===== config.mk =====
export PLATFORM = sky130hd
export DESIGN_NAME = first_fit_heap_allocator_flat
export DESIGN_NICKNAME = d
export VERILOG_FILES = /design/src/hdl/ffha_pkg.sv /design/src/hdl/ffha_if.sv /design/src/hdl/first_fit_heap_allocator.sv /design/src/hdl/ffha_datapath.sv /design/src/hdl/ffha_ctrl.sv /design/src/flat_wrapper.sv
export SDC_FILE = /design/constraint.sdc
export NUM_CORES = 2
export LEC_CHECK = 0
export ABC_AREA = 1
export BUFFER_PORTS_ARGS = -buffer_cell sky130_fd_sc_hd__buf_2
export CORE_ASPECT_RATIO = 0.5
export CORE_MARGIN = 1
export CORE_UTILIZATION = 55
export CTS_CLUSTER_SIZE = 24
export DETAILED_ROUTE_END_ITERATION = 8
export GPL_TIMING_DRIVEN = 1
export PLACE_DENSITY = 0.71
export SLEW_MARGIN = 20
export SYNTH_ARGS = -nofsm -noshare
export SYNTH_HDL_FRONTEND = slang
export SYNTH_SLANG_ARGS = --single-unit
export TNS_END_PERCENT = 20

===== constraint.sdc =====
create_clock -name clock -period 12.79 [get_ports clock]
set_input_delay 2.558 -clock clock [delete_from_list [all_inputs] [get_ports clock]]
set_output_delay 2.558 -clock clock [all_outputs]
set_load 0.02 [all_outputs]

===== src/hdl/ffha_pkg.sv =====
// ----------------------------------------------------------------------------
// First-fit heap allocator package
// Shared constants, table entry type and the controller/datapath command set.
// ----------------------------------------------------------------------------
`default_nettype none

package ffha_pkg;

   // Heap geometry.
   localparam int HEAP_BYTES   = 4096;
   localparam int HEADER_BYTES = 24;
   localparam int MAX_BLOCKS   = 64;

   // Derived widths.
   localparam int OFF_W = $clog2(HEAP_BYTES);
   localparam int IDX_W = $clog2(MAX_BLOCKS);
   localparam int CNT_W = IDX_W + 1;

   // Field widths of the request and response.
   localparam int SIZE_W  = 13;
   localparam int ADDR_W  = 13;
   localparam int ST_W    = 3;
   localparam int PADDR_W = 12;

   // Opcodes.
   localparam logic OP_ALLOC = 1'b0;
   localparam logic OP_FREE  = 1'b1;

   // Response status codes.
   localparam logic [ST_W-1:0] ST_OK        = 3'd0;
   localparam logic [ST_W-1:0] ST_BAD_SIZE  = 3'd1;
   localparam logic [ST_W-1:0] ST_NO_MEM    = 3'd2;
   localparam logic [ST_W-1:0] ST_OUTSIDE   = 3'd3;
   localparam logic [ST_W-1:0] ST_NOT_START = 3'd4;
   localparam logic [ST_W-1:0] ST_NOT_ALLOC = 3'd5;

   // One block table entry.
   typedef struct packed {
      logic [OFF_W-1:0] offset;
      logic [OFF_W-1:0] size;
      logic             used;
   } entry_type;

   // Datapath operations issued by the controller.
   typedef enum logic [4:0] {
      CMD_NOP,
      CMD_INIT,
      CMD_ACCEPT,
      CMD_READ_IDX,
      CMD_NEXT_IDX,
      CMD_TAKE_CUR,
      CMD_READ_NXT,
      CMD_TAKE_NXT,
      CMD_CLR_NXT,
      CMD_READ_PRV,
      CMD_TAKE_PRV,
      CMD_CLR_PRV,
      CMD_WR_USED,
      CMD_UP_INIT,
      CMD_READ_UP,
      CMD_WRITE_UP,
      CMD_WR_SPLIT,
      CMD_WR_HEAD,
      CMD_MERGE,
      CMD_READ_DN,
      CMD_WRITE_DN,
      CMD_DROP_FIN,
      CMD_RESULT
   } cmd_op_type;

   typedef struct packed {
      cmd_op_type      op;
      logic [ST_W-1:0] code;
   } dp_cmd_type;

   // Status flags reported back to the controller.
   typedef struct packed {
      logic is_free;
      logic bad_size;
      logic outside;
      logic scan_end;
      logic hit;
      logic cur_used;
      logic split;
      logic has_next;
      logic has_prev;
      logic up_done;
      logic dn_done;
   } dp_status_type;

endpackage

`default_nettype wire


===== src/hdl/ffha_if.sv =====
// ----------------------------------------------------------------------------
// First-fit heap allocator channels
// Valid/ready interfaces for the request and response channels.
// ----------------------------------------------------------------------------
`default_nettype none

interface ffha_req_if;
   logic                         valid;
   logic                         ready;
   logic                         opcode;
   logic [ffha_pkg::SIZE_W-1:0]  req_size;
   logic [ffha_pkg::ADDR_W-1:0]  block_addr;

   modport source (output valid, opcode, req_size, block_addr, input ready);
   modport sink   (input valid, opcode, req_size, block_addr, output ready);
endinterface

interface ffha_rsp_if;
   logic                         valid;
   logic                         ready;
   logic [ffha_pkg::ST_W-1:0]    status;
   logic [ffha_pkg::PADDR_W-1:0] payload_addr;

   modport source (output valid, status, payload_addr, input ready);
   modport sink   (input valid, status, payload_addr, output ready);
endinterface

`default_nettype wire


===== src/hdl/first_fit_heap_allocator.sv =====
// An allocate scans the table entries in order; a split also moves each later entry up one
// slot. A free scans the entries the same way, reads both neighbours and on a merge moves
// the later entries down.
// Throughput: one request at a time; the controller accepts a new request only when idle.
// Reset: synchronous, active high; after reset the table is written with one free block.
// ----------------------------------------------------------------------------
// First-fit heap allocator
// Address-ordered block table with first-fit allocation and coalescing free.
// ----------------------------------------------------------------------------
`default_nettype none

module first_fit_heap_allocator (
   input wire logic  clock,
   input wire logic  reset,
   ffha_req_if.sink  req_chan,
   ffha_rsp_if.source rsp_chan
);

   ffha_pkg::dp_cmd_type    cmd;
   ffha_pkg::dp_status_type status;

   // Sequencer.
   ffha_ctrl u_ctrl (
      .clock     (clock),
      .reset     (reset),
      .req_valid (req_chan.valid),
      .req_ready (req_chan.ready),
      .rsp_valid (rsp_chan.valid),
      .rsp_ready (rsp_chan.ready),
      .status    (status),
      .cmd       (cmd)
   );

   // Table and arithmetic.
   ffha_datapath u_datapath (
      .clock            (clock),
      .reset            (reset),
      .cmd              (cmd),
      .req_opcode       (req_chan.opcode),
      .req_size         (req_chan.req_size),
      .req_block_addr   (req_chan.block_addr),
      .status           (status),
      .rsp_status       (rsp_chan.status),
      .rsp_payload_addr (rsp_chan.payload_addr)
   );

endmodule

`default_nettype wire


===== src/hdl/ffha_datapath.sv =====
// ----------------------------------------------------------------------------
// First-fit heap allocator datapath
// Block table memory, scan index, shift pointer and the response registers.
// ----------------------------------------------------------------------------
`default_nettype none

module ffha_datapath (
   input  wire logic                          clock,
   input  wire logic                          reset,
   input  wire ffha_pkg::dp_cmd_type          cmd,
   input  wire logic                          req_opcode,
   input  wire logic [ffha_pkg::SIZE_W-1:0]   req_size,
   input  wire logic [ffha_pkg::ADDR_W-1:0]   req_block_addr,
   output ffha_pkg::dp_status_type            status,
   output logic [ffha_pkg::ST_W-1:0]          rsp_status,
   output logic [ffha_pkg::PADDR_W-1:0]       rsp_payload_addr
);

   // Block table.
   ffha_pkg::entry_type mem [ffha_pkg::MAX_BLOCKS];

   ffha_pkg::entry_type rd_ff, cur_ff, nxt_ff, prv_ff;
   logic                             op_ff;
   logic [ffha_pkg::SIZE_W-1:0]      size_ff;
   logic [ffha_pkg::ADDR_W-1:0]      addr_ff;
   logic [ffha_pkg::CNT_W-1:0]       count_ff, count_in;
   logic [ffha_pkg::CNT_W-1:0]       idx_ff;
   logic [ffha_pkg::CNT_W-1:0]       ptr_ff;
   logic [1:0]                       dist_ff;
   logic [ffha_pkg::ST_W-1:0]        st_ff;
   logic [ffha_pkg::PADDR_W-1:0]     paddr_ff;

   logic                             rd_en, wr_en;
   logic [ffha_pkg::IDX_W-1:0]       rd_addr, wr_addr;
   ffha_pkg::entry_type              wr_data;
   logic                             fit, match, prv_free, nxt_free;
   logic [ffha_pkg::OFF_W-1:0]       req_off;
   logic [ffha_pkg::CNT_W:0]         dn_src;

   assign req_off  = ffha_pkg::OFF_W'(size_ff);
   assign prv_free = !prv_ff.used;
   assign nxt_free = !nxt_ff.used;
   assign dn_src   = {1'b0, ptr_ff} + (ffha_pkg::CNT_W + 1)'(dist_ff);
   assign count_in = count_ff;

   // Status flags for the controller.
   always_comb begin
      fit   = !rd_ff.used && (32'(rd_ff.size) >= 32'(size_ff));
      match = (32'(rd_ff.offset) + 32'(ffha_pkg::HEADER_BYTES)) == 32'(addr_ff);
      status.is_free  = (op_ff == ffha_pkg::OP_FREE);
      status.bad_size = (size_ff == '0) ||
                        (32'(size_ff) > 32'(ffha_pkg::HEAP_BYTES - ffha_pkg::HEADER_BYTES));
      status.outside  = 32'(addr_ff) > 32'(ffha_pkg::HEAP_BYTES);
      status.scan_end = (idx_ff == count_ff);
      status.hit      = (op_ff == ffha_pkg::OP_FREE) ? match : fit;
      status.cur_used = cur_ff.used;
      status.split    = ((32'(cur_ff.size) - 32'(size_ff)) > 32'(ffha_pkg::HEADER_BYTES)) &&
                        (count_ff < ffha_pkg::CNT_W'(ffha_pkg::MAX_BLOCKS));
      status.has_next = ({1'b0, idx_ff} + 1'b1) < {1'b0, count_ff};
      status.has_prev = (idx_ff != '0);
      status.up_done  = (ptr_ff == ffha_pkg::CNT_W'(idx_ff + 1'b1));
      status.dn_done  = (dist_ff == 2'd0) || (dn_src >= {1'b0, count_ff});
   end

   // Memory port selection per command.
   always_comb begin
      rd_en   = 1'b0;
      rd_addr = idx_ff[ffha_pkg::IDX_W-1:0];
      wr_en   = 1'b0;
      wr_addr = idx_ff[ffha_pkg::IDX_W-1:0];
      wr_data = cur_ff;
      unique case (cmd.op)
         ffha_pkg::CMD_READ_IDX: begin
            rd_en = 1'b1;
         end
         ffha_pkg::CMD_READ_NXT: begin
            rd_en   = 1'b1;
            rd_addr = ffha_pkg::IDX_W'(idx_ff + 1'b1);
         end
         ffha_pkg::CMD_READ_PRV: begin
            rd_en   = 1'b1;
            rd_addr = ffha_pkg::IDX_W'(idx_ff - 1'b1);
         end
         ffha_pkg::CMD_READ_UP: begin
            rd_en   = 1'b1;
            rd_addr = ffha_pkg::IDX_W'(ptr_ff - 1'b1);
         end
         ffha_pkg::CMD_READ_DN: begin
            rd_en   = 1'b1;
            rd_addr = dn_src[ffha_pkg::IDX_W-1:0];
         end
         ffha_pkg::CMD_INIT: begin
            wr_en   = 1'b1;
            wr_addr = '0;
            wr_data.offset = '0;
            wr_data.size   = ffha_pkg::OFF_W'(ffha_pkg::HEAP_BYTES - ffha_pkg::HEADER_BYTES);
            wr_data.used   = 1'b0;
         end
         ffha_pkg::CMD_WR_USED: begin
            wr_en        = 1'b1;
            wr_data.used = 1'b1;
         end
         ffha_pkg::CMD_WRITE_UP, ffha_pkg::CMD_WRITE_DN: begin
            wr_en   = 1'b1;
            wr_addr = ptr_ff[ffha_pkg::IDX_W-1:0];
            wr_data = rd_ff;
         end
         ffha_pkg::CMD_WR_SPLIT: begin
            wr_en   = 1'b1;
            wr_addr = ffha_pkg::IDX_W'(idx_ff + 1'b1);
            wr_data.offset = ffha_pkg::OFF_W'(32'(cur_ff.offset) +
                             32'(ffha_pkg::HEADER_BYTES) + 32'(req_off));
            wr_data.size   = ffha_pkg::OFF_W'(32'(cur_ff.size) - 32'(req_off) -
                             32'(ffha_pkg::HEADER_BYTES));
            wr_data.used   = 1'b0;
         end
         ffha_pkg::CMD_WR_HEAD: begin
            wr_en        = 1'b1;
            wr_data.size = req_off;
            wr_data.used = 1'b1;
         end
         ffha_pkg::CMD_MERGE: begin
            wr_en        = 1'b1;
            wr_data.used = 1'b0;
            priority if (prv_free && nxt_free) begin
               wr_addr        = ffha_pkg::IDX_W'(idx_ff - 1'b1);
               wr_data.offset = prv_ff.offset;
               wr_data.size   = ffha_pkg::OFF_W'(32'(prv_ff.size) + 32'(cur_ff.size) +
                                32'(nxt_ff.size) + 32'(2 * ffha_pkg::HEADER_BYTES));
            end else if (prv_free) begin
               wr_addr        = ffha_pkg::IDX_W'(idx_ff - 1'b1);
               wr_data.offset = prv_ff.offset;
               wr_data.size   = ffha_pkg::OFF_W'(32'(prv_ff.size) + 32'(cur_ff.size) +
                                32'(ffha_pkg::HEADER_BYTES));
            end else if (nxt_free) begin
               wr_data.size   = ffha_pkg::OFF_W'(32'(cur_ff.size) + 32'(nxt_ff.size) +
                                32'(ffha_pkg::HEADER_BYTES));
            end else begin
               wr_data.size   = cur_ff.size;
            end
         end
         default: begin
         end
      endcase
   end

   // Block table storage with registered read data.
   always_ff @(posedge clock) begin
      if (rd_en) begin
         rd_ff <= mem[rd_addr];
      end
      if (wr_en) begin
         mem[wr_addr] <= wr_data;
      end
   end

   // Live entry count.
   always_ff @(posedge clock) begin
      if (reset) begin
         count_ff <= ffha_pkg::CNT_W'(1);
      end else begin
         unique case (cmd.op)
            ffha_pkg::CMD_INIT:     count_ff <= ffha_pkg::CNT_W'(1);
            ffha_pkg::CMD_WR_HEAD:  count_ff <= count_in + 1'b1;
            ffha_pkg::CMD_DROP_FIN: count_ff <= count_in - ffha_pkg::CNT_W'(dist_ff);
            default:                count_ff <= count_in;
         endcase
      end
   end

   // Request, index, pointer and result registers.
   // On a merge the pointer marks the first slot to refill after the merged entry.
   always_ff @(posedge clock) begin
      unique case (cmd.op)
         ffha_pkg::CMD_ACCEPT: begin
            op_ff   <= req_opcode;
            size_ff <= req_size;
            addr_ff <= req_block_addr;
            idx_ff  <= '0;
         end
         ffha_pkg::CMD_NEXT_IDX: idx_ff <= idx_ff + 1'b1;
         ffha_pkg::CMD_TAKE_CUR: cur_ff <= rd_ff;
         ffha_pkg::CMD_TAKE_NXT: nxt_ff <= rd_ff;
         ffha_pkg::CMD_CLR_NXT:  nxt_ff.used <= 1'b1;
         ffha_pkg::CMD_TAKE_PRV: prv_ff <= rd_ff;
         ffha_pkg::CMD_CLR_PRV:  prv_ff.used <= 1'b1;
         ffha_pkg::CMD_UP_INIT:  ptr_ff <= count_ff;
         ffha_pkg::CMD_WRITE_UP: ptr_ff <= ptr_ff - 1'b1;
         ffha_pkg::CMD_WRITE_DN: ptr_ff <= ptr_ff + 1'b1;
         ffha_pkg::CMD_MERGE: begin
            priority if (prv_free && nxt_free) begin
               ptr_ff  <= idx_ff;
               dist_ff <= 2'd2;
            end else if (prv_free) begin
               ptr_ff  <= idx_ff;
               dist_ff <= 2'd1;
            end else if (nxt_free) begin
               ptr_ff  <= idx_ff + 1'b1;
               dist_ff <= 2'd1;
            end else begin
               ptr_ff  <= idx_ff;
               dist_ff <= 2'd0;
            end
         end
         ffha_pkg::CMD_WR_USED, ffha_pkg::CMD_WR_HEAD: begin
            st_ff    <= ffha_pkg::ST_OK;
            paddr_ff <= ffha_pkg::PADDR_W'(32'(cur_ff.offset) + 32'(ffha_pkg::HEADER_BYTES));
         end
         ffha_pkg::CMD_DROP_FIN: begin
            st_ff    <= ffha_pkg::ST_OK;
            paddr_ff <= '0;
         end
         ffha_pkg::CMD_RESULT: begin
            st_ff    <= cmd.code;
            paddr_ff <= '0;
         end
         default: begin
         end
      endcase
   end

   assign rsp_status       = st_ff;
   assign rsp_payload_addr = paddr_ff;

endmodule

`default_nettype wire


===== src/hdl/ffha_ctrl.sv =====
// ----------------------------------------------------------------------------
// First-fit heap allocator controller
// Sequences table scans, entry shifts and merges, and runs the handshakes.
// ----------------------------------------------------------------------------
`default_nettype none

module ffha_ctrl (
   input  wire logic                      clock,
   input  wire logic                      reset,
   input  wire logic                      req_valid,
   output logic                           req_ready,
   output logic                           rsp_valid,
   input  wire logic                      rsp_ready,
   input  wire ffha_pkg::dp_status_type   status,
   output ffha_pkg::dp_cmd_type           cmd
);

   typedef enum logic [4:0] {
      S_INIT, S_IDLE, S_CHECK, S_SCAN_RD, S_SCAN_CHK, S_ALLOC_DEC,
      S_UP_RD, S_UP_WR, S_ALLOC_FIN, S_FREE_DEC, S_NXT_RD, S_NXT_TAKE,
      S_PRV_RD, S_PRV_TAKE, S_MERGE, S_DN_RD, S_DN_WR, S_RESP
   } state_type;

   state_type state_ff, state_in;

   // Next state and datapath command.
   always_comb begin
      state_in = state_ff;
      cmd.op   = ffha_pkg::CMD_NOP;
      cmd.code = ffha_pkg::ST_OK;
      unique case (state_ff)
         S_INIT: begin
            cmd.op   = ffha_pkg::CMD_INIT;
            state_in = S_IDLE;
         end
         S_IDLE: begin
            if (req_valid) begin
               cmd.op   = ffha_pkg::CMD_ACCEPT;
               state_in = S_CHECK;
            end
         end
         S_CHECK: begin
            priority if (!status.is_free && status.bad_size) begin
               cmd.op   = ffha_pkg::CMD_RESULT;
               cmd.code = ffha_pkg::ST_BAD_SIZE;
               state_in = S_RESP;
            end else if (status.is_free && status.outside) begin
               cmd.op   = ffha_pkg::CMD_RESULT;
               cmd.code = ffha_pkg::ST_OUTSIDE;
               state_in = S_RESP;
            end else begin
               state_in = S_SCAN_RD;
            end
         end
         S_SCAN_RD: begin
            if (status.scan_end) begin
               cmd.op   = ffha_pkg::CMD_RESULT;
               cmd.code = status.is_free ? ffha_pkg::ST_NOT_START : ffha_pkg::ST_NO_MEM;
               state_in = S_RESP;
            end else begin
               cmd.op   = ffha_pkg::CMD_READ_IDX;
               state_in = S_SCAN_CHK;
            end
         end
         S_SCAN_CHK: begin
            if (status.hit) begin
               cmd.op   = ffha_pkg::CMD_TAKE_CUR;
               state_in = status.is_free ? S_FREE_DEC : S_ALLOC_DEC;
            end else begin
               cmd.op   = ffha_pkg::CMD_NEXT_IDX;
               state_in = S_SCAN_RD;
            end
         end
         S_ALLOC_DEC: begin
            if (status.split) begin
               cmd.op   = ffha_pkg::CMD_UP_INIT;
               state_in = S_UP_RD;
            end else begin
               cmd.op   = ffha_pkg::CMD_WR_USED;
               state_in = S_RESP;
            end
         end
         S_UP_RD: begin
            if (status.up_done) begin
               cmd.op   = ffha_pkg::CMD_WR_SPLIT;
               state_in = S_ALLOC_FIN;
            end else begin
               cmd.op   = ffha_pkg::CMD_READ_UP;
               state_in = S_UP_WR;
            end
         end
         S_UP_WR: begin
            cmd.op   = ffha_pkg::CMD_WRITE_UP;
            state_in = S_UP_RD;
         end
         S_ALLOC_FIN: begin
            cmd.op   = ffha_pkg::CMD_WR_HEAD;
            state_in = S_RESP;
         end
         S_FREE_DEC: begin
            if (!status.cur_used) begin
               cmd.op   = ffha_pkg::CMD_RESULT;
               cmd.code = ffha_pkg::ST_NOT_ALLOC;
               state_in = S_RESP;
            end else begin
               state_in = S_NXT_RD;
            end
         end
         S_NXT_RD: begin
            if (status.has_next) begin
               cmd.op   = ffha_pkg::CMD_READ_NXT;
               state_in = S_NXT_TAKE;
            end else begin
               cmd.op   = ffha_pkg::CMD_CLR_NXT;
               state_in = S_PRV_RD;
            end
         end
         S_NXT_TAKE: begin
            cmd.op   = ffha_pkg::CMD_TAKE_NXT;
            state_in = S_PRV_RD;
         end
         S_PRV_RD: begin
            if (status.has_prev) begin
               cmd.op   = ffha_pkg::CMD_READ_PRV;
               state_in = S_PRV_TAKE;
            end else begin
               cmd.op   = ffha_pkg::CMD_CLR_PRV;
               state_in = S_MERGE;
            end
         end
         S_PRV_TAKE: begin
            cmd.op   = ffha_pkg::CMD_TAKE_PRV;
            state_in = S_MERGE;
         end
         S_MERGE: begin
            cmd.op   = ffha_pkg::CMD_MERGE;
            state_in = S_DN_RD;
         end
         S_DN_RD: begin
            if (status.dn_done) begin
               cmd.op   = ffha_pkg::CMD_DROP_FIN;
               state_in = S_RESP;
            end else begin
               cmd.op   = ffha_pkg::CMD_READ_DN;
               state_in = S_DN_WR;
            end
         end
         S_DN_WR: begin
            cmd.op   = ffha_pkg::CMD_WRITE_DN;
            state_in = S_DN_RD;
         end
         S_RESP: begin
            if (rsp_ready) begin
               state_in = S_IDLE;
            end
         end
         default: begin
            state_in = S_INIT;
         end
      endcase
   end

   // State register.
   always_ff @(posedge clock) begin
      if (reset) begin
         state_ff <= S_INIT;
      end else begin
         state_ff <= state_in;
      end
   end

   assign req_ready = (state_ff == S_IDLE);
   assign rsp_valid = (state_ff == S_RESP);

endmodule

`default_nettype wire

===== src/flat_wrapper.sv =====
// flat-port wrapper written by rule: the top's interface ports become plain ports
module first_fit_heap_allocator_flat 
  (clock, reset, req_chan_valid, req_chan_opcode, req_chan_req_size, req_chan_block_addr, req_chan_ready, rsp_chan_valid, rsp_chan_status, rsp_chan_payload_addr, rsp_chan_ready);
  ffha_req_if req_chan_i ();
  ffha_rsp_if rsp_chan_i ();
  input wire logic clock;
  input wire logic reset;
  input wire logic [$bits(req_chan_i.valid)-1:0] req_chan_valid;
  input wire logic [$bits(req_chan_i.opcode)-1:0] req_chan_opcode;
  input wire logic [$bits(req_chan_i.req_size)-1:0] req_chan_req_size;
  input wire logic [$bits(req_chan_i.block_addr)-1:0] req_chan_block_addr;
  output wire logic [$bits(req_chan_i.ready)-1:0] req_chan_ready;
  output wire logic [$bits(rsp_chan_i.valid)-1:0] rsp_chan_valid;
  output wire logic [$bits(rsp_chan_i.status)-1:0] rsp_chan_status;
  output wire logic [$bits(rsp_chan_i.payload_addr)-1:0] rsp_chan_payload_addr;
  input wire logic [$bits(rsp_chan_i.ready)-1:0] rsp_chan_ready;
  assign req_chan_i.valid = req_chan_valid;
  assign req_chan_i.opcode = req_chan_opcode;
  assign req_chan_i.req_size = req_chan_req_size;
  assign req_chan_i.block_addr = req_chan_block_addr;
  assign req_chan_ready = req_chan_i.ready;
  assign rsp_chan_valid = rsp_chan_i.valid;
  assign rsp_chan_status = rsp_chan_i.status;
  assign rsp_chan_payload_addr = rsp_chan_i.payload_addr;
  assign rsp_chan_i.ready = rsp_chan_ready;
  first_fit_heap_allocator u_core (.clock(clock), .reset(reset), .req_chan(req_chan_i), .rsp_chan(rsp_chan_i));
endmodule

# == Word-level counts from Yosys, hierarchy flattened ==
# Memory sizes are Yosys's and may differ from the RTL's. A register that Yosys moved wholly into a read port is not among the register bits.
# Index checks and enable logic that the tools add are counted.
# totals
n_memories,1
in_bits,31
register_bits,133
word_cells,178
mem_bits_rw,1600
# memory_table
name,depth,word_bits,read_ports,rd_ports_with_merged_regs,write_ports,line_no,text
u_core.u_datapath.mem,64,25,1,1,1,ffha_datapath.sv:20,ffha_pkg::entry_type mem [ffha_pkg::MAX_BLOCKS];
# op_classes
mux,57
n_lt_le_gt_ge,7
reduce_logical,31
n_eq_ne,44
add_sub_neg,20
# ops
op,n
5-bit case mux with 17 select lines,2
5-bit by 4-bit equality test with 1-bit output (second input constant),16
12-bit case mux with 5 select lines,1
12-bit adder,4
12-bit case mux with 4 select lines,1
6-bit case mux with 4 select lines,2
5-bit equality test (second input constant),9
5-bit two-way mux,9
5-bit by 3-bit equality test with 1-bit output (second input constant),8
12-bit by 5-bit adder with 12-bit output (second input constant),3
12-bit two-way mux,3
32-bit by 5-bit > comparator with 1-bit output (second input constant),1
7-bit case mux with 4 select lines,1
24-bit two-way mux,1
8-bit two-way mux,3
12-bit case mux with 2 select lines,1
7-bit by 1-bit adder with 7-bit output (second input constant),3
7-bit two-way mux,3
7-bit case mux with 3 select lines,1
5-bit by 2-bit equality test with 1-bit output (second input constant),4
4-bit two-way mux,4
7-bit equality test,2
7-bit case mux with 2 select lines,1
12-bit by 13-bit subtractor with 14-bit output,1
42 further kinds,75

# == Longest topological paths before layout ==
# logic_depth
word_depth,10
depth_mapped,29

# == Modules after synthesis ==
# A second synthesis with hierarchy kept.
# unflattened
hier_cells,7884
area_unflattened_um2,82034.9
# modules_own_cells
module,n_inst,cells_each,area_each_um2,seq_area_each_um2
ffha_datapath,1,7735,81274.2,52570.4
ffha_ctrl,1,149,760.7,100.1

# == Least setup slack after synthesis ==
# OpenSTA, ideal clock, no wires.
# synth_timing
path_kind,flip-flop to flip-flop
start,reg u_core.u_datapath.cur_ff[1] (netlist bit)
end,mem u_core.u_datapath.mem[0][10] (netlist bit) (data pin)
path_stages_with_launch,21
t_arrival_ps,5062
slack_ps,7180
n_path_buf,0
required_ps,12242
period_less_slack_ps,5610
cell_sequence,edfxtp_1 ha_1 fa_1 nand3_1 nand3_1 a21oi_1 o21bai_1 xor2_1 inv_1 ha_1 ha_1 a21oi_1 o21ai_0 a21oi_1 nor2_1 o21ai_0 nand2_1 xnor2_1 o21ai_0 nand2_1 a21oi_1
# synth_rtl
item,line_no,text
"start, declared",ffha_datapath.sv:22,"ffha_pkg::entry_type rd_ff, cur_ff, nxt_ff, prv_ff;"
"start signal, assigned",ffha_datapath.sv:182,ffha_pkg::CMD_TAKE_CUR: cur_ff <= rd_ff;
"end, declared",ffha_datapath.sv:20,

# == Worst setup path in the final report ==
# layout_timing
start,reg u_core.u_datapath.idx_ff[0] (netlist bit)
end,reg u_core.u_datapath.rd_ff[22] (netlist name)
# layout_between
elab_chain_cells,7
# layout_rtl
item,line_no,text
"start, declared",ffha_datapath.sv:27,logic [ffha_pkg::CNT_W-1:0] idx_ff;
"start signal, assigned",ffha_datapath.sv:181,ffha_pkg::CMD_NEXT_IDX: idx_ff <= idx_ff + 1'b1;
7-bit by 1-bit adder with 8-bit output or 7-bit by 1-bit adder with 7-bit output (tied branches),"ffha_datapath.sv:59, ffha_datapath.sv:61",
8-bit by 7-bit < comparator with 1-bit output or 7-bit equality test (tied branches),"ffha_datapath.sv:59, ffha_datapath.sv:61",
4-bit two-way mux or 5-bit two-way mux (tied branches),"ffha_ctrl.sv:110, ffha_ctrl.sv:84",
5-bit case mux with 17 select lines,ffha_ctrl.sv:31,unique case (state_ff)
"5-bit equality test, or another cell as far along",ffha_datapath.sv:72,unique case (cmd.op)
5-bit OR reduction (no line),n/a,
1-bit two-way mux,ffha_datapath.sv:72,
# Several ways; a longest one is shown, not always the timed one.
# A chain may end at the register's enable or synchronous reset.

==> results <==
- The flow ran to the end, and the final reports show no timing, DRC or antenna violations.
- The depth of the CTS H-tree is 4.
- The cell total after placement is 9485.
- Wires add up to 237000 um.
- The max-capacitance violation count is 0.
- The via density per instance is 6.01.
- The final-layout setup total negative slack is 0 ns.
- The leakage power summed over all cells is 35.0 nW.
- The floorplan has 100 rows.
- A synthesized cell averages 10.7 um2.
- The startpoint class of the critical path is a register.
- The routed length per placed instance is 24.3 um.
- Yosys mapped a number of flops with a built-in enable equal to 1746.
- The total track usage is 0.308.
- The number of gates given a new drive strength after cts is 0.
- The area growth from synthesis to final layout is 8.28%.
- The highest net fanout along the worst path is 179.
- The max-slew violation count was 0.
- At the worst endpoint, the arrival time is 7.88 ns.
- The floorplan step set the die width to 551 um.
- For this run, design rule violations remaining after detail routing come to 0.
- The worst slack at placement is 5.64 ns.
- The share of the clock period used by the worst path is 0.574.
- The final critical path time including I/O delays and setup is 7.34 ns.
- The start point of the worst hold path is u_core.u_datapath.count_ff[1]$_SDFFE_PP0P_.
- The number of hold violations in the final report came to 0.
- 0 antenna diodes ended up in the layout.
- The post-synthesis instance area is 83000 um2.
- The worst ir drop on vdd is 0.276 mV.
- The library cells used most frequently in the layout, excluding fill and tap cells, are edfxtp_1, nand3_1, nand2_1.
- Among all flip-flop cells after synthesis, the most frequent one is edfxtp_1.
- The critical path launch point is u_core.u_datapath.idx_ff[0]$_SDFFCE_PN0P_.
- The standard cell core area is 149000 um2.
- The total overflow left after global routing is 0.
- The async set or reset register ratio after synthesis is 0.
- In this run, post-CTS hold repair placed 0 buffers.
- The classification of the worst-slack hold path is register to register.
- The routability-driven placement congestion ratio is 0.918.
- The slowest stage of the critical path belongs to the cell buf_4.
- The power density over the cells is 206 nW/um2.
- The slew at the pin closest to its max-slew limit is 1.26 ns.
- The worst slew margin relative to its limit is 0.162.
- The kind of critical path is register to register.
- The number of buffers created by CTS is 156.
- The number of global-route vias before repair is 54200.
- The proportion of layout cells with a drive suffix above 1 is 0.0723.
- The die is 277 um tall.
- The first detailed-routing pass ran for 8 iterations.
- The clock tree buffer depth is 3.
- TritonCTS built the clock tree.
- The tree is rooted in a clkbuf_16.
- The highest achievable clock rate is 0.136 GHz.
- The initial antenna violation count was 6.
- The die covers 153000 um2.
- The post-synthesis cell type count is 59.
- Setup repair after global routing left no endpoint under its margin.
- The leading cell type in the layout, fill and taps excluded is edfxtp_1.
- The total number of vias is 58700.
- For this design the top-level I/O count stands at 48.
- The critical path buffer and inverter count is 5.
- Detailed placement ended at an HPWL of 131000 um.
- At the later pin of the worst-skew pair, clock insertion delay measures 0.81 ns.
- The slack of the critical path is 5.45 ns.
- The required time of the worst setup path is 13.33 ns.
- After clock tree synthesis, the clock-pin slew on the worst setup and hold paths is 0.07 ns.
- The cell type with the highest occurrence count on the critical path is nand3_1.
- The non-filler instance count after layout is 9764.
- After synthesis the netlist holds a flip-flop and latch count of 1758.
- For this configuration, the core starts out at a cell density of 0.556.
- Setup violations remaining at the end of the flow were counted as 0.
- The final worst clock skew is 0.0348 ns.
- The worst stage delay on the critical path is 0.93 ns.
- Synthesis produced 7755 cells.
- For this run, the register share of the synthesized area comes to 0.634.
- The pin count of the biggest net entering global routing is 218.
- CTS saw 1758 sinks.
- The worst setup path is captured at a register.
- The kind of cell adding the most delay to the critical path is simple AND/OR/NAND/NOR gates.
- The net count reported at finish is 7829.
- The number of antenna-violating nets in the routed design is 0.
- The yosys synthesis warning count is 0.
- The number of nets in the synthesized netlist is 7930.
- The startpoint of the lowest-slack register-to-register path is u_core.u_datapath.idx_ff[0]$_SDFFCE_PN0P_.
- The critical path goes through ha_1, nand3_2, nor2_2, nand3_1, nand2_1, inv_1, ha_1, inv_1, o211ai_1, nor3_4, nor2_4, nor2_1, nor2_4, buf_4, nand2_8, buf_12, buf_4, nand2_1, nand3_1, nand3_1, nand3_1, nand3_1, nand3_1, nand2_1.
- The first global-routing pass estimated 348000 um of wire.
- The DRC violation total after the first TritonRoute iteration is 8630.
- The total setup buffers inserted after CTS is 0.
- In this run the tool buffered the top-level ports with 47 buffer cells.
[routing by layer]
metal  vias to the layer above  GRT usage  wire length, um
li1                      26400          -                -
met1                     28200      0.456            96300
met2                      3610      0.449           102000
met3                       392     0.0718            31800
met4                         4     0.0986             7210
met5                         -          0               26
[final cells by class]
| class | instances | area, um2 |
|---|---|---|
| Multi-Input combinational cell | 4477 | 24300 |
| Inverter | 1069 | 4020 |
| Clock buffer | 184 | 4070 |
| Tap cell | 1989 | 2490 |
| Fill cell | 11800 | 59400 |
| Clock inverter | 95 | 913 |
| Sequential cell | 1758 | 52700 |
| Timing Repair Buffer | 192 | 1410 |
[sequential cells by signal, summed over array words and instances, names as in the netlist]
name and cells:
u_core.u_datapath.cur_ff 24, u_core.u_datapath.op_ff 1, u_core.u_datapath.size_ff 13, u_core.u_datapath.rd_ff 25, u_core.u_datapath.rsp_status 3, u_core.u_datapath.addr_ff 13
u_core.u_datapath.mem 1600, u_core.u_datapath.nxt_ff 13, u_core.u_datapath.prv_ff 25, u_core.u_datapath.count_ff 7, u_core.u_ctrl.state_ff 5, u_core.u_datapath.ptr_ff 7
u_core.u_datapath.dist_ff 2, u_core.u_datapath.rsp_payload_addr 12, u_core.u_datapath.status 1, u_core.u_datapath.idx_ff 7
[logic make-up after synthesis]
logic type | share of synthesized area
AO/OA/AOI/OAI | 0.0260
XOR/XNOR | 0.00886
adder cells (fa/ha/maj) | 0.0227
buffers and inverters | 0.0775
flip-flops | 0.634
multiplexers | 0.000121
AND/OR/NAND/NOR | 0.230
[per-stage QoR]
| step | hold WS (ns) | utilization | instance area, um2 | power, mW |
|---|---|---|---|---|
| 2_1_floorplan | 0.445 | - | 83000 | 11.5 |
| 3_3_place_gp | 0.559 | 0.569 | 84900 | 13.7 |
| 3_5_place_dp | 0.563 | 0.569 | 84900 | 13.8 |
| 4_1_cts | 0.576 | 0.602 | 89900 | 18.4 |
| 5_1_grt | 0.601 | 0.602 | 89900 | 19.2 |
| 6_report | 0.566 | 0.602 | 89900 | 18.6 |
[worst register-to-register path, delay by kind of cell, from the launching register on]
family | cells | cell delay [ns]
AO/OA/AOI/OAI | 1 | 0.16
adder cells (fa/ha/maj) | 2 | 0.61
flip-flops | 1 | 0.72
AND/OR/NAND/NOR | 16 | 3.26
buffers and inverters | 5 | 2.35
[synth_stat cells, types with 13 or more instances]
master	instances	area, um2
nand3b_1	603	4530
ha_1	133	1660
inv_2	13	48.8
inv_1	1055	3960
buf_6	33	372
nand2_1	1405	5270
or2_2	13	81.3
nand3_1	1533	7670
clkbuf_1	93	349
xnor2_1	23	201
nor2_1	223	837
a21oi_1	98	490
buf_2	293	1470
edfxtp_1	1746	52400
xor2_1	61	534
buf_4	19	143
nor3_1	29	145
o21ai_0	147	736
nand4_1	31	194
o2111ai_1	19	166
o211ai_1	20	150
[report_power, final]
part / switching (mW) / internal [mW]
combinational: 4.52 / 1.20
sequential: 0.181 / 7.92
clock: 2.16 / 2.57
[worst paths after layout]
| path | end | slack [ns] | depth (start not counted) |
|---|---|---|---|
| worst max register to register | u_core.u_datapath.rd_ff[22]$_DFFE_PP_ | 5.45 | 24 |
| worst max-delay path | u_core.u_datapath.rd_ff[22]$_DFFE_PP_ | 5.45 | 24 |
| worst min register to register | u_core.u_datapath.count_ff[1]$_SDFFE_PP0P_ | 0.57 | 2 |
| worst min-delay path | u_core.u_datapath.count_ff[1]$_SDFFE_PP0P_ | 0.57 | 2 |
(Power assumes the default switching activity.)
